File: src/rtl/core/hkvt_ram.sv
// Generic single-port synchronous RAM with registered read data.
module hkvt_ram #(
  parameter int WIDTH = 32,
  parameter int DEPTH = 64
) (
  input  logic                                   clk,
  input  logic                                   we,
  input  logic [(DEPTH > 1 ? $clog2(DEPTH) : 1)-1:0] addr,
  input  logic [WIDTH-1:0]                       wdata,
  output logic [WIDTH-1:0]                       rdata
);

  logic [WIDTH-1:0] mem [DEPTH];

  always_ff @(posedge clk) begin
    if (we) begin
      mem[addr] <= wdata;
    end
    rdata <= mem[addr];
  end

endmodule

File: config.mk
export PLATFORM = sky130hd
export DESIGN_NAME = hkvt_ram
export DESIGN_NICKNAME = d
export VERILOG_FILES = /design/src/rtl/core/hkvt_ram.sv
export SDC_FILE = /design/constraint.sdc
export NUM_CORES = 2
export LEC_CHECK = 0
export ABC_AREA = 1
export BUFFER_PORTS_ARGS = -buffer_cell sky130_fd_sc_hd__buf_2
export CAP_MARGIN = 40
export CORE_UTILIZATION = 50
export DETAILED_ROUTE_END_ITERATION = 12
export PLACE_DENSITY = 0.65
export SYNTH_ARGS = -nofsm -noshare
export SYNTH_HDL_FRONTEND = slang
export SYNTH_SLANG_ARGS = --single-unit
File: constraint.sdc
create_clock -name clk -period 6.1 [get_ports clk]
set_input_delay 0.61 -clock clk [delete_from_list [all_inputs] [get_ports clk]]
set_output_delay 0.61 -clock clk [all_outputs]
set_load 0.02 [all_outputs]
==> qor.yml <==
startpoint_type: "input port"
holdPathStages: 2
die_area_um2: 175000
synth_compound_area_share_pct: 0.0839
path_clk_slew_ns: 0.06
netlist_top_cells_area: "edfxtp_1 (71%), nand2_1 (25%), buf_2 (1.4%), dfxtp_1 (0.74%), nor2_1 (0.59%)"
wirelength_mm: 247
timing.final.crit_period_ns: 3.19
power.internal_w: 0.0231
skew_ns: 0.0495
grt_max_degree: 203
power.switching_w: 0.00714
postRouteAntennaNets: 0
r2r-end: "rdata[24]"
vdd_drop_max_mv: 0.318
drive_above_1_share_pct: 7.14
worstPathRequired_ns: 6.78
die_h_um: 418
p_seq_share_pct: 52.6
dpl.hpwl_mm: 142
crit_arrival_ns: 3.87
dp_worst_setup_slack_ns: 2.05
synth_xor_area_share_pct: 0
cts_tree: "done"
slew_violations: 0
via_per_inst: 5.37
clock.fmax_mhz: 313
syn_area_per_cell_um2: 10.2
yosysSeqAreaShare_pct: 71.8
r2r_cells: 10
setup_ws_ns: 2.91
power_frac_comb_pct: 6.5
final_nets: 8520
layout_commonest_cell: "nand2_1"
root_buffer: "clkbuf_16"
area_growth_syn_to_layout_pct: 12.8
ys_ff_latch: 2080
relSlewSlack_pct: 3.42
synthMuxAreaShare_pct: 0
vias: 58920
rrSetupSlack_ns: 4.08
leakagePower_nw: 40.5
worstPathMaxFanout: 202
fin_crit_sh_pct: 52.3
power.share.switching_pct: 23.6
grt_pass1_wl_mm: 366
cts.sink_count: 2080
r2r-start: "mem[27][24]"
synthSimpleGateAreaFrac_pct: 25.7
power_density_nw_per_um2: 310
synth.distinct_cells: 21
avgRoutedWirePerCell_um: 22.5
die_w_um: 418
cts_buffer_depth: 3
antenna_found_initial: 11
tightestPinTransition_ns: 1.45
syn_nets: 8480
rows: 152
hold_viol: 0
synth_top_family_by_area: "simple AND/OR/NAND/NOR gates"
synthAdderAreaFrac_pct: 0
grt-ovfl-total: 0
grt_pass1_vias: 56188
rsz0062_at_grt: "false"
drc: 0
dp_cells: 10577
post-cts-setup-buffers: 0
holdCritPathClass: "input port to register"
gp_congestion: 0.867
firstDrtPassIters: 5
tns_ns: 0
outcome: "finished clean"
min_from: "wdata[7]"
p_clk_share_pct: 40.9
coreArea_um2: 172000
synth_top_area_cell: "edfxtp_1"
port_buffers: 71
drt_iter0_markers: 6634
nFillCells: 14279
clk_latency_ns: 0.88
endpoint_kind: "register"
layout_common_cells: "nand2_1 (5728), edfxtp_1 (2048), clkbuf_16 (207)"
synth_top_area_share_pct: 71.1
io_pins: 72
syn_inst: 8440
grtUsageTotal_pct: 28.4
cts_made_buffers: 207
setup_viol: 0
h-tree-depth: 4
syn_area_um2: 86500
min_to: "mem[35][7]"
maxCapViolCount: 0
yosysWarningCount: 0
critPathKind: "input port to register"
initial_core_util_pct: 50.4
fin_cells: 10971
-- synthesized netlist by cell type (all sizes together) --
master,n
o21ai,7
nor4,2
or2,6
o211ai,5
inv,30
nor3,8
buf,286
nand4,2
nand3,13
nand2,5728
dfxtp,32
clkbuf,136
edfxtp,2048
nor2,137
-- registers in the layout, indices dropped and copies added (netlist names) --
name and flops:
mem 2048, rdata 32
-- how the worst max path moves through the flow --
stage,start,to
after detailed placement,addr[2],mem[21][25]
after global placement,addr[0],rdata[15]
final,addr[0],rdata[8]
after global routing,addr[2],mem[21][26]
after floorplan,addr[0],mem[41][0]
after CTS,addr[2],mem[21][15]
-- logic make-up (layout without fill, tap and decap cells) --
| family | after synthesis | count (layout) |
|---|---|---|
| buffers and inverters | 452 | 665 |
| other | 0 | 8 |
| flip-flops | 2080 | 2080 |
| AO/OA/AOI/OAI | 12 | 12 |
| AND/OR/NAND/NOR | 5896 | 5896 |
-- worst max-delay path, cell delays in order --
cell	delay (ns)
buf_8	0.44
inv_8	0.39
buf_12	0.32
nand2_1	0.25
nand2_1	0.07
nand2_1	0.07
nand2_1	0.06
nand2_1	0.07
nand2_1	0.06
nand2_1	0.05
nand2_1	0.12
nor2_1	0.44
nand2_1	0.30
-- what timing repair did --
action / CTS / global route
endpoints found under the hold margin: 6 / 0
hold buffers: 4 / 0
gates resized for setup: 0 / 0
-- metal layers --
metal  global-route usage [%]  vias up  wire length (µm)
li1                         -    27350                 -
met1                     38.7    28485             98900
met2                     45.4     2613            116000
met3                     4.17      468             20500
met4                     12.6        4             11500
met5                        0        -                26
-- per-stage QoR --
stage	hold WS (ns)	power (W)	area, µm²	util (%)
final	0.149	0.0302	97600	56.8
after floorplan	0.608	0.0172	86500	-
after detailed placement	0.716	0.0181	90900	52.9
after global routing	0.120	0.0311	97500	56.8
after global placement	0.786	0.0181	89400	52.1
after CTS	0.101	0.0303	97500	56.8
-- power groups by stage --
stage	Combinational [W]	Sequential [W]	Clock [W]
after global placement	0.00189	0.0162	0
after detailed placement	0.00196	0.0162	0
after global routing	0.00215	0.0159	0.0130
after floorplan	0.00101	0.0162	0
final	0.00197	0.0159	0.0124
after CTS	0.00197	0.0159	0.0125
-- area by class of cell --
| class | count | area [µm²] | share of cell area (%) |
|---|---|---|---|
| Inverter | 30 | 135 | 0.139 |
| Antenna cell | 8 | 20.0 | 0.0205 |
| Sequential cell | 2080 | 62100 | 63.7 |
| Clock buffer | 280 | 5580 | 5.72 |
| Timing Repair Buffer | 253 | 2980 | 3.05 |
| Tap cell | 2310 | 2890 | 2.96 |
| Clock inverter | 102 | 1000 | 1.03 |
| Multi-Input combinational cell | 5908 | 22800 | 23.4 |
(Power assumes the default switching activity.)
