File: config.mk
export PLATFORM = sky130hd
export DESIGN_NAME = hkvt_match
export DESIGN_NICKNAME = d
export VERILOG_FILES = /design/src/rtl/core/hkvt_pkg.sv /design/src/rtl/core/hkvt_match.sv
export SDC_FILE = /design/constraint.sdc
export NUM_CORES = 1
export LEC_CHECK = 0
export BUFFER_PORTS_ARGS = -buffer_cell sky130_fd_sc_hd__clkbuf_2
export CORE_ASPECT_RATIO = 0.75
export CORE_MARGIN = 2
export CORE_UTILIZATION = 36
export DETAILED_ROUTE_END_ITERATION = 16
export PLACE_DENSITY = 0.82
export REMOVE_ABC_BUFFERS = 1
export SLEW_MARGIN = 20
export SYNTH_ARGS = -nofsm -noshare
export SYNTH_HDL_FRONTEND = slang
export SYNTH_SLANG_ARGS = --single-unit
export TNS_END_PERCENT = 100
File: constraint.sdc
create_clock -name vclk -period 1.6
set_input_delay 0 -clock vclk [all_inputs]
set_output_delay 0 -clock vclk [all_outputs]
set_load 0.05 [all_outputs]
File: src/rtl/core/hkvt_pkg.sv
// Package for the hash key-value table: sizes, request and status codes, way-match struct.
package hkvt_pkg;

  localparam int KEY_BITS    = 32;
  localparam int VALUE_BITS  = 32;
  localparam int BUCKETS     = 64;   // power of two: the bucket is the key's low bits
  localparam int WAYS        = 4;
  localparam int BUCKET_BITS = (BUCKETS > 1) ? $clog2(BUCKETS) : 1;
  localparam int WAY_BITS    = (WAYS > 1) ? $clog2(WAYS) : 1;

  typedef enum logic [1:0] {
    REQ_LOOKUP = 2'd0,
    REQ_ADD    = 2'd1,
    REQ_REMOVE = 2'd2,
    REQ_SPARE  = 2'd3
  } req_t;

  typedef enum logic [1:0] {
    ST_OK   = 2'd0,
    ST_DUP  = 2'd1,
    ST_MISS = 2'd2,
    ST_FULL = 2'd3
  } status_t;

  typedef struct packed {
    logic                hit;
    logic [WAY_BITS-1:0] hit_way;
    logic                has_free;
    logic [WAY_BITS-1:0] free_way;
  } match_t;

endpackage

File: src/rtl/core/hkvt_match.sv
// Parallel way compare: first matching valid way and first free way of a bucket row.
module hkvt_match
  import hkvt_pkg::*;
(
  input  logic [WAYS-1:0]          row_valid,
  input  logic [WAYS*KEY_BITS-1:0] row_keys,
  input  logic [KEY_BITS-1:0]      key,
  output match_t                   match
);

  always_comb begin
    match = '0;
    // walk down so the lowest way wins
    for (int w = WAYS - 1; w >= 0; w--) begin
      if (row_valid[w] && (row_keys[w*KEY_BITS +: KEY_BITS] == key)) begin
        match.hit     = 1'b1;
        match.hit_way = WAY_BITS'(w);
      end
      if (!row_valid[w]) begin
        match.has_free = 1'b1;
        match.free_way = WAY_BITS'(w);
      end
    end
  end

endmodule

==> flow_metrics.env, run 1 <==
export IMPL_rows=20
export IMPL_p_leak_nw=1.43
export IMPL_dieArea_um2=4700
export IMPL_fin_setup_tns_ps=-335
export IMPL_worstMarginPinSlew_ps=307
export IMPL_whs_ps=432
export IMPL_finalWirelength_mm=6.81
export IMPL_antenna_found_initial=0
export IMPL_finalMaxSlewViolations=0
export IMPL_drt_first_iter_violations=62
export IMPL_finalPower_mw=0.758
export IMPL_timing_final_ws_setup_ps=-132
export IMPL_n_clock_buffer=0
export IMPL_grt_max_degree=5
export IMPL_grt_pass1_vias=2164
export IMPL_min_period_ps=1730
export IMPL_synth_top_area_frac=0.380
export IMPL_ys_types=20
export IMPL_grt_usage=0.284
export IMPL_required_ps=1600
export IMPL_n_antenna_cell=0
export IMPL_syn_avg_cell_area_um2=7.97
export IMPL_status="finished with violations"
export IMPL_cp_start_kind="input port"
export IMPL_place_inst=448
export IMPL_fin_crit_sh=1.08
export IMPL_crit_type="in2out"
export IMPL_power_density_nw_per_um2=257
export IMPL_core_area_um2=4030
export IMPL_syn2layout_area_growth_pct=96.7
export IMPL_layout_drive_gt1_share=0.578
export IMPL_syn_inst=188
export IMPL_ir_drop_uv=171
export IMPL_synth_area_um2=1500
export IMPL_drc=0
export IMPL_max_cap_violations=0
export IMPL_maxSlewHeadroom=0.794
export IMPL_setup_viol=3
export IMPL_avgViaCountPerCell=4.83
export IMPL_final_cells=453
export IMPL_placed_area_um2=2750
export IMPL_grt_overflow=0
export IMPL_crit_fanout=2
export IMPL_ys_top_cells_by_area="xnor2_1 (38%), xor2_1 (36%), nand4_1 (6.7%)"
export IMPL_worstHoldPathType="in2out"
export IMPL_grt_pass1_wl_mm=10.2
export IMPL_fp_dieW_um=78.5
export IMPL_port_buffer_count=170
export IMPL_seq_area_um2=0
export IMPL_ys_warn_count=0
export IMPL_detail_route_first_pass_iterations=4
export IMPL_pin_count=170
export IMPL_vias=2190
export IMPL_max_freq_ghz=0.577
export IMPL_place_gp_congestion=0.913
export IMPL_start_util=0.372
export IMPL_n_fill_cell=364
export IMPL_violations="setup timing"
export IMPL_dp_hpwl_mm=6.16
export IMPL_nets=564
export IMPL_wl_per_cell_um=15.0
export IMPL_rsz0062_at_grt="yes"
export IMPL_final_cell_area_um2=2950
export IMPL_yosysSeqAreaShare=0
export IMPL_detail_route_antenna_nets=0
export IMPL_chipHeight_um=59.9
export IMPL_final_hold_violation_count=0
export IMPL_seq_cells=0
export IMPL_cts_hold_fix_buffers=0
export IMPL_critPathCaptureType="output port"
export IMPL_synth_top_area_cell="xnor2_1"
export IMPL_critPathArrivalTime_ps=1730
==> cell usage after synthesis <==
library cell	count
nor4_2	2
nand2_1	4
nand3_1	6
nor2b_1	1
a21oi_1	2
nand4_1	16
o2111ai_1	2
xnor2_1	65
nor3_1	3
inv_1	1
a21boi_0	1
a311oi_2	1
xor2_1	61
a2111oi_2	1
nor4_1	16
nand2b_1	2
inv_2	1
nand3b_1	1
clkbuf_1	1
and3_1	1
==> timing repair <==
| action | 4_1_cts | 5_1_grt |
|---|---|---|
| setup endpoints to repair | 3 | 3 |
| pin swaps | 13 | 3 |
| resized for setup | 27 | 3 |
| setup buffers | 5 | 1 |
| hold endpoints to repair | 0 | 0 |
==> worst max-delay path, stage by stage <==
cell	delay [ps]
clkbuf_2	110
buf_6	120
xor2_1	160
nor4_2	300
nand4_1	190
nor4_2	190
buf_4	170
nor2b_4	40
a311oi_2	280
buf_12	180
==> cells in the final DEF, fill, tap and decap left out, types with 2 or more instances in the layout <==
cell type,n
xnor2_1,64
nand4_1,16
clkbuf_2,160
clkbuf_4,3
buf_6,3
nor4_1,7
clkbuf_16,2
nand2b_1,2
nand3_1,6
nor4_2,11
nor3_1,3
nand2_1,4
xor2_2,2
buf_4,37
buf_12,4
xor2_1,59
o2111ai_1,2
clkbuf_8,2
==> stage by stage <==
stage / setup slack (ps) / util
2_1_floorplan: -140 / -
3_3_place_gp: -219 / 0.684
3_5_place_dp: -290 / 0.684
4_1_cts: -133 / 0.725
5_1_grt: -250 / 0.731
6_report: -132 / 0.731
==> cell families (layout without fill, tap and decap cells) <==
kind of cell | count (synthesis) | count (layout) | share of synthesized area
AO/OA/AOI/OAI | 7 | 7 | 0.0434
buffers and inverters | 3 | 213 | 0.00751
XOR/XNOR | 126 | 126 | 0.737
AND/OR/NAND/NOR | 52 | 52 | 0.212
==> layout make-up <==
class	count	area [um2]	area share
multi-input combinational	185	1580	0.535
timing repair buffer	211	1290	0.439
tap	55	68.8	0.0234
inverter	2	7.51	0.00255
==> layer usage <==
| metal | GRT usage | up-vias | wire [um] |
|---|---|---|---|
| li1 | - | 1077 | - |
| met1 | 0.353 | 1001 | 2710 |
| met2 | 0.538 | 104 | 3440 |
| met3 | 0.0363 | 8 | 568 |
| met4 | 0.0476 | 0 | 87 |
| met5 | 0 | - | 0 |
==> worst paths after layout <==
check | from | end | slack [ps] | cells after the start
worst max-delay path | key[23] | match[4] | -130 | 10
worst min-delay path | row_valid[2] | match[1] | 430 | 3
==> where the power goes <==
| group | switching (mW) | internal, mW | leakage (nW) |
|---|---|---|---|
| clock | 0 | 0 | 0 |
| sequential | 0 | 0 | 0 |
| combinational | 0.342 | 0.416 | 1.43 |
| total | 0.342 | 0.416 | 1.43 |
(Power assumes the default switching activity.)
==> run 2, diff against run 1 <==
- MAX_ROUTING_LAYER: unset -> met4
==> flow_metrics.env, run 2 (synthesized netlist as in run 1, its figures left out) <==
export IMPL_n_clock_buffer=0
export IMPL_timing_final_ws_setup_ps=-110
export IMPL_p_comb_frac=1.000
export IMPL_p_sw_frac=0.451
export IMPL_power_share_clock=0
export IMPL_pin_count=170
export IMPL_p_leak_nw=1.43
export IMPL_grt_pass1_vias=2165
export IMPL_placed_area_um2=2750
export IMPL_critPathMostFrequentCell="nor4_2"
export IMPL_min_period_ps=1710
export IMPL_detail_route_first_pass_iterations=4
export IMPL_antenna_found_initial=0
export IMPL_n_antenna_cell=0
export IMPL_cts_hold_fix_buffers=0
export IMPL_finalWirelength_mm=6.82
export IMPL_place_gp_congestion=0.929
export IMPL_wl_per_cell_um=15.1
export IMPL_intPower_mw=0.416
export IMPL_crit_fanout=2
export IMPL_max_cap_violations=0
export IMPL_rsz0062_at_grt="yes"
export IMPL_seqPwrFrac=0
export IMPL_dp_hpwl_mm=6.16
export IMPL_crit_chain="clkbuf_2, buf_6, xor2_1, nor4_2, nand4_1, nor4_2, buf_4, nor2b_4, a311oi_2, buf_12"
export IMPL_n_fill_cell=364
export IMPL_crit_slowest_cell="a311oi_2"
export IMPL_grt_pass1_wl_mm=10.2
export IMPL_finalMaxSlewViolations=0
export IMPL_final_common_cell="clkbuf_2"
export IMPL_chipHeight_um=59.9
export IMPL_start_util=0.372
export IMPL_fin_crit_sh=1.07
export IMPL_status="finished with violations"
export IMPL_grt_usage=0.292
export IMPL_final_hold_violation_count=0
export IMPL_avgViaCountPerCell=4.82
export IMPL_required_ps=1600
export IMPL_postLayoutCoreUtil=0.731
export IMPL_worstHoldPathType="in2out"
export IMPL_seq_cells=0
export IMPL_critPathCaptureType="output port"
export IMPL_worstMarginPinSlew_ps=297
export IMPL_slowest_delay_ps=280
export IMPL_critPathArrivalTime_ps=1710
export IMPL_power_density_nw_per_um2=258
export IMPL_fin_setup_tns_ps=-268
export IMPL_drc=0
export IMPL_violations="setup timing"
export IMPL_seq_area_um2=0
export IMPL_max_freq_ghz=0.585
export IMPL_drt_first_iter_violations=68
export IMPL_port_buffer_count=170
export IMPL_setup_viol=3
export IMPL_ir_drop_uv=172
export IMPL_whs_ps=430
export IMPL_p_sw_mw=0.342
export IMPL_cp_start_kind="input port"
export IMPL_maxSlewHeadroom=0.800
export IMPL_grt_max_degree=5
export IMPL_grt_overflow=0
export IMPL_final_cell_mix="clkbuf_2 (160), xnor2_1 (64), xor2_1 (59)"
export IMPL_dieArea_um2=4700
export IMPL_layout_drive_gt1_share=0.578
export IMPL_core_area_um2=4030
export IMPL_syn2layout_area_growth_pct=96.7
export IMPL_nets=564
export IMPL_final_cell_area_um2=2950
export IMPL_vias=2185
export IMPL_crit_type="in2out"
export IMPL_rows=20
export IMPL_finalPower_mw=0.758
export IMPL_fp_dieW_um=78.5
export IMPL_detail_route_antenna_nets=0
[run 2: through the flow]
stage	std cells	setup WS, ps
finish	453	-110
floorplan	187	-140
global route	453	-250
global placement	448	-219
CTS	452	-133
detailed placement	448	-290
[run 2: power groups by stage]
stage	registers (mW)	clock network, mW	logic (mW)
after floorplan	0	0	0.290
after global placement	0	0	0.700
after detailed placement	0	0	0.711
after CTS	0	0	0.751
after global routing	0	0	0.818
final	0	0	0.758
[run 2: final timing paths]
check,end,slack [ps],cells after the start,start
setup / recovery,match[4],-110,10,key[23]
hold / removal,match[1],430,3,row_valid[2]
[run 2: repair_timing]
item / in CTS / in global routing
hold endpoints to repair: 0 / 0
gates resized for setup: 27 / 3
pin swaps: 13 / 3
setup endpoints to repair: 3 / 3
buffers inserted: 5 / 1
[run 2: critical path, delay by kind of cell]
kind | cells | cell delay, ps
buf+inv | 4 | 580
xor+xnor | 1 | 160
simple gates | 4 | 690
compound gates | 1 | 280
[run 2: layout make-up]
class / instances / area [um2] / area share
Multi-Input combinational cell: 185 / 1580 / 0.535
Timing Repair Buffer: 211 / 1290 / 0.439
Tap cell: 55 / 68.8 / 0.0234
Inverter: 2 / 7.51 / 0.00255
[run 2: layer usage]
metal / up-vias / wire, um / global-route usage
met5: - / 0 / -
met1: 994 / 2800 / 0.357
met2: 104 / 3440 / 0.538
met4: 0 / 98 / 0.0476
li1: 1077 / - / -
met3: 10 / 485 / 0.0302
==> run 3, diff against run 2 <==
- CELL_PAD_IN_SITES_DETAIL_PLACEMENT: unset -> 1
- CELL_PAD_IN_SITES_GLOBAL_PLACEMENT: unset -> 1
- CORE_UTILIZATION: 36 -> 22
- PLACE_DENSITY: 0.82 -> 0.8
==> flow_metrics.env, run 3 (synthesized netlist as in run 1, its figures left out) <==
export IMPL_max_freq_ghz=0.560
export IMPL_crit_type="in2out"
export IMPL_final_cell_area_um2=3020
export IMPL_final_hold_violation_count=0
export IMPL_crit_buf_inv=3
export IMPL_maxSlewHeadroom=0.741
export IMPL_layout_drive_gt1_share=0.586
export IMPL_wl_per_cell_um=17.2
export IMPL_detail_route_first_pass_iterations=4
export IMPL_grt_max_degree=5
export IMPL_fin_crit_sh=1.12
export IMPL_start_util=0.223
export IMPL_avgViaCountPerCell=4.52
export IMPL_final_common_cell="clkbuf_2"
export IMPL_finalWirelength_mm=8.36
export IMPL_grt_usage=0.218
export IMPL_n_clock_buffer=0
export IMPL_setup_viol=3
export IMPL_crit_slowest_cell="a311oi_4"
export IMPL_chipHeight_um=75.5
export IMPL_dp_hpwl_mm=7.71
export IMPL_detail_route_antenna_nets=0
export IMPL_status="finished with violations"
export IMPL_placed_area_um2=2840
export IMPL_pin_count=170
export IMPL_syn2layout_area_growth_pct=102
export IMPL_final_cells=487
export IMPL_vias=2203
export IMPL_worstMarginPinSlew_ps=385
export IMPL_max_cap_violations=0
export IMPL_port_buffer_count=170
export IMPL_crit_fanout=2
export IMPL_final_cell_mix="clkbuf_2 (164), xnor2_1 (64), xor2_1 (59)"
export IMPL_nets=569
export IMPL_required_ps=1600
export IMPL_dieArea_um2=7490
export IMPL_power_density_nw_per_um2=259
export IMPL_ir_drop_uv=119
export IMPL_place_ws_ps=-329
export IMPL_seq_cells=0
export IMPL_grt_overflow=0
export IMPL_min_period_ps=1790
export IMPL_violations="setup timing"
export IMPL_place_inst=484
export IMPL_timing_final_ws_setup_ps=-186
export IMPL_rows=26
export IMPL_place_gp_congestion=0.840
export IMPL_rsz0062_at_grt="yes"
export IMPL_seq_area_um2=0
export IMPL_critPathCaptureType="output port"
export IMPL_drc=0
export IMPL_fp_dieW_um=99.3
export IMPL_grt_pass1_vias=2393
export IMPL_worstHoldPathType="in2out"
export IMPL_whs_ps=415
export IMPL_p_leak_nw=1.47
export IMPL_finalMaxSlewViolations=0
export IMPL_grt_pass1_wl_mm=12.2
export IMPL_finalPower_mw=0.782
export IMPL_antenna_found_initial=0
export IMPL_slowest_delay_ps=340
export IMPL_crit_chain="buf_6, xor2_2, nor4_2, buf_4, nand4_1, nor4_4, nor2b_4, a311oi_4, buf_12"
export IMPL_crit_family="simple AND/OR/NAND/NOR gates"
export IMPL_drt_first_iter_violations=43
export IMPL_critPathArrivalTime_ps=1790
export IMPL_n_antenna_cell=0
export IMPL_core_area_um2=6700
export IMPL_cp_start_kind="input port"
run 3: path summary, 6_finish.rpt:
| path | from | endpoint | slack, ps | depth (start not counted) |
|---|---|---|---|---|
| worst max-delay path | row_keys[99] | match[4] | -190 | 9 |
| worst min-delay path | row_valid[2] | match[1] | 410 | 3 |
run 3: final cells by class:
cell class	count	area [um2]
Fill cell	875	3680
Multi-Input combinational cell	185	1620
Timing Repair Buffer	216	1290
Tap cell	84	105
Inverter	2	7.51
run 3: worst min-delay path: stages:
cell and delay (ps):
clkbuf_2 120, a21oi_1 70, clkbuf_2 220
run 3: repair_timing:
item,4_1_cts,5_1_grt
pin swaps,9,6
hold buffers,0,0
gates cloned,0,0
setup buffers,3,0
gates resized for setup,15,12
endpoints found under the setup margin,3,3
run 3: where the power goes:
group	total, mW	leakage (nW)	switching [mW]	internal, mW
registers	0	0	0	0
logic	0.782	1.47	0.366	0.416
clock network	0	0	0	0
total	0.782	1.47	0.366	0.416
run 3: metrics by stage:
stage,setup TNS [ps],utilization
after global routing,-655,0.451
final,-391,0.451
after global placement,-785,0.424
after detailed placement,-882,0.424
after CTS,-385,0.442
after floorplan,-250,-
run 3: per-layer routing:
metal	track usage	vias to the layer above	wire [um]
li1	-	1085	-
met1	0.268	1015	3490
met2	0.416	97	4300
met3	0.0147	6	485
met4	0.0167	0	80
met5	-	-	0
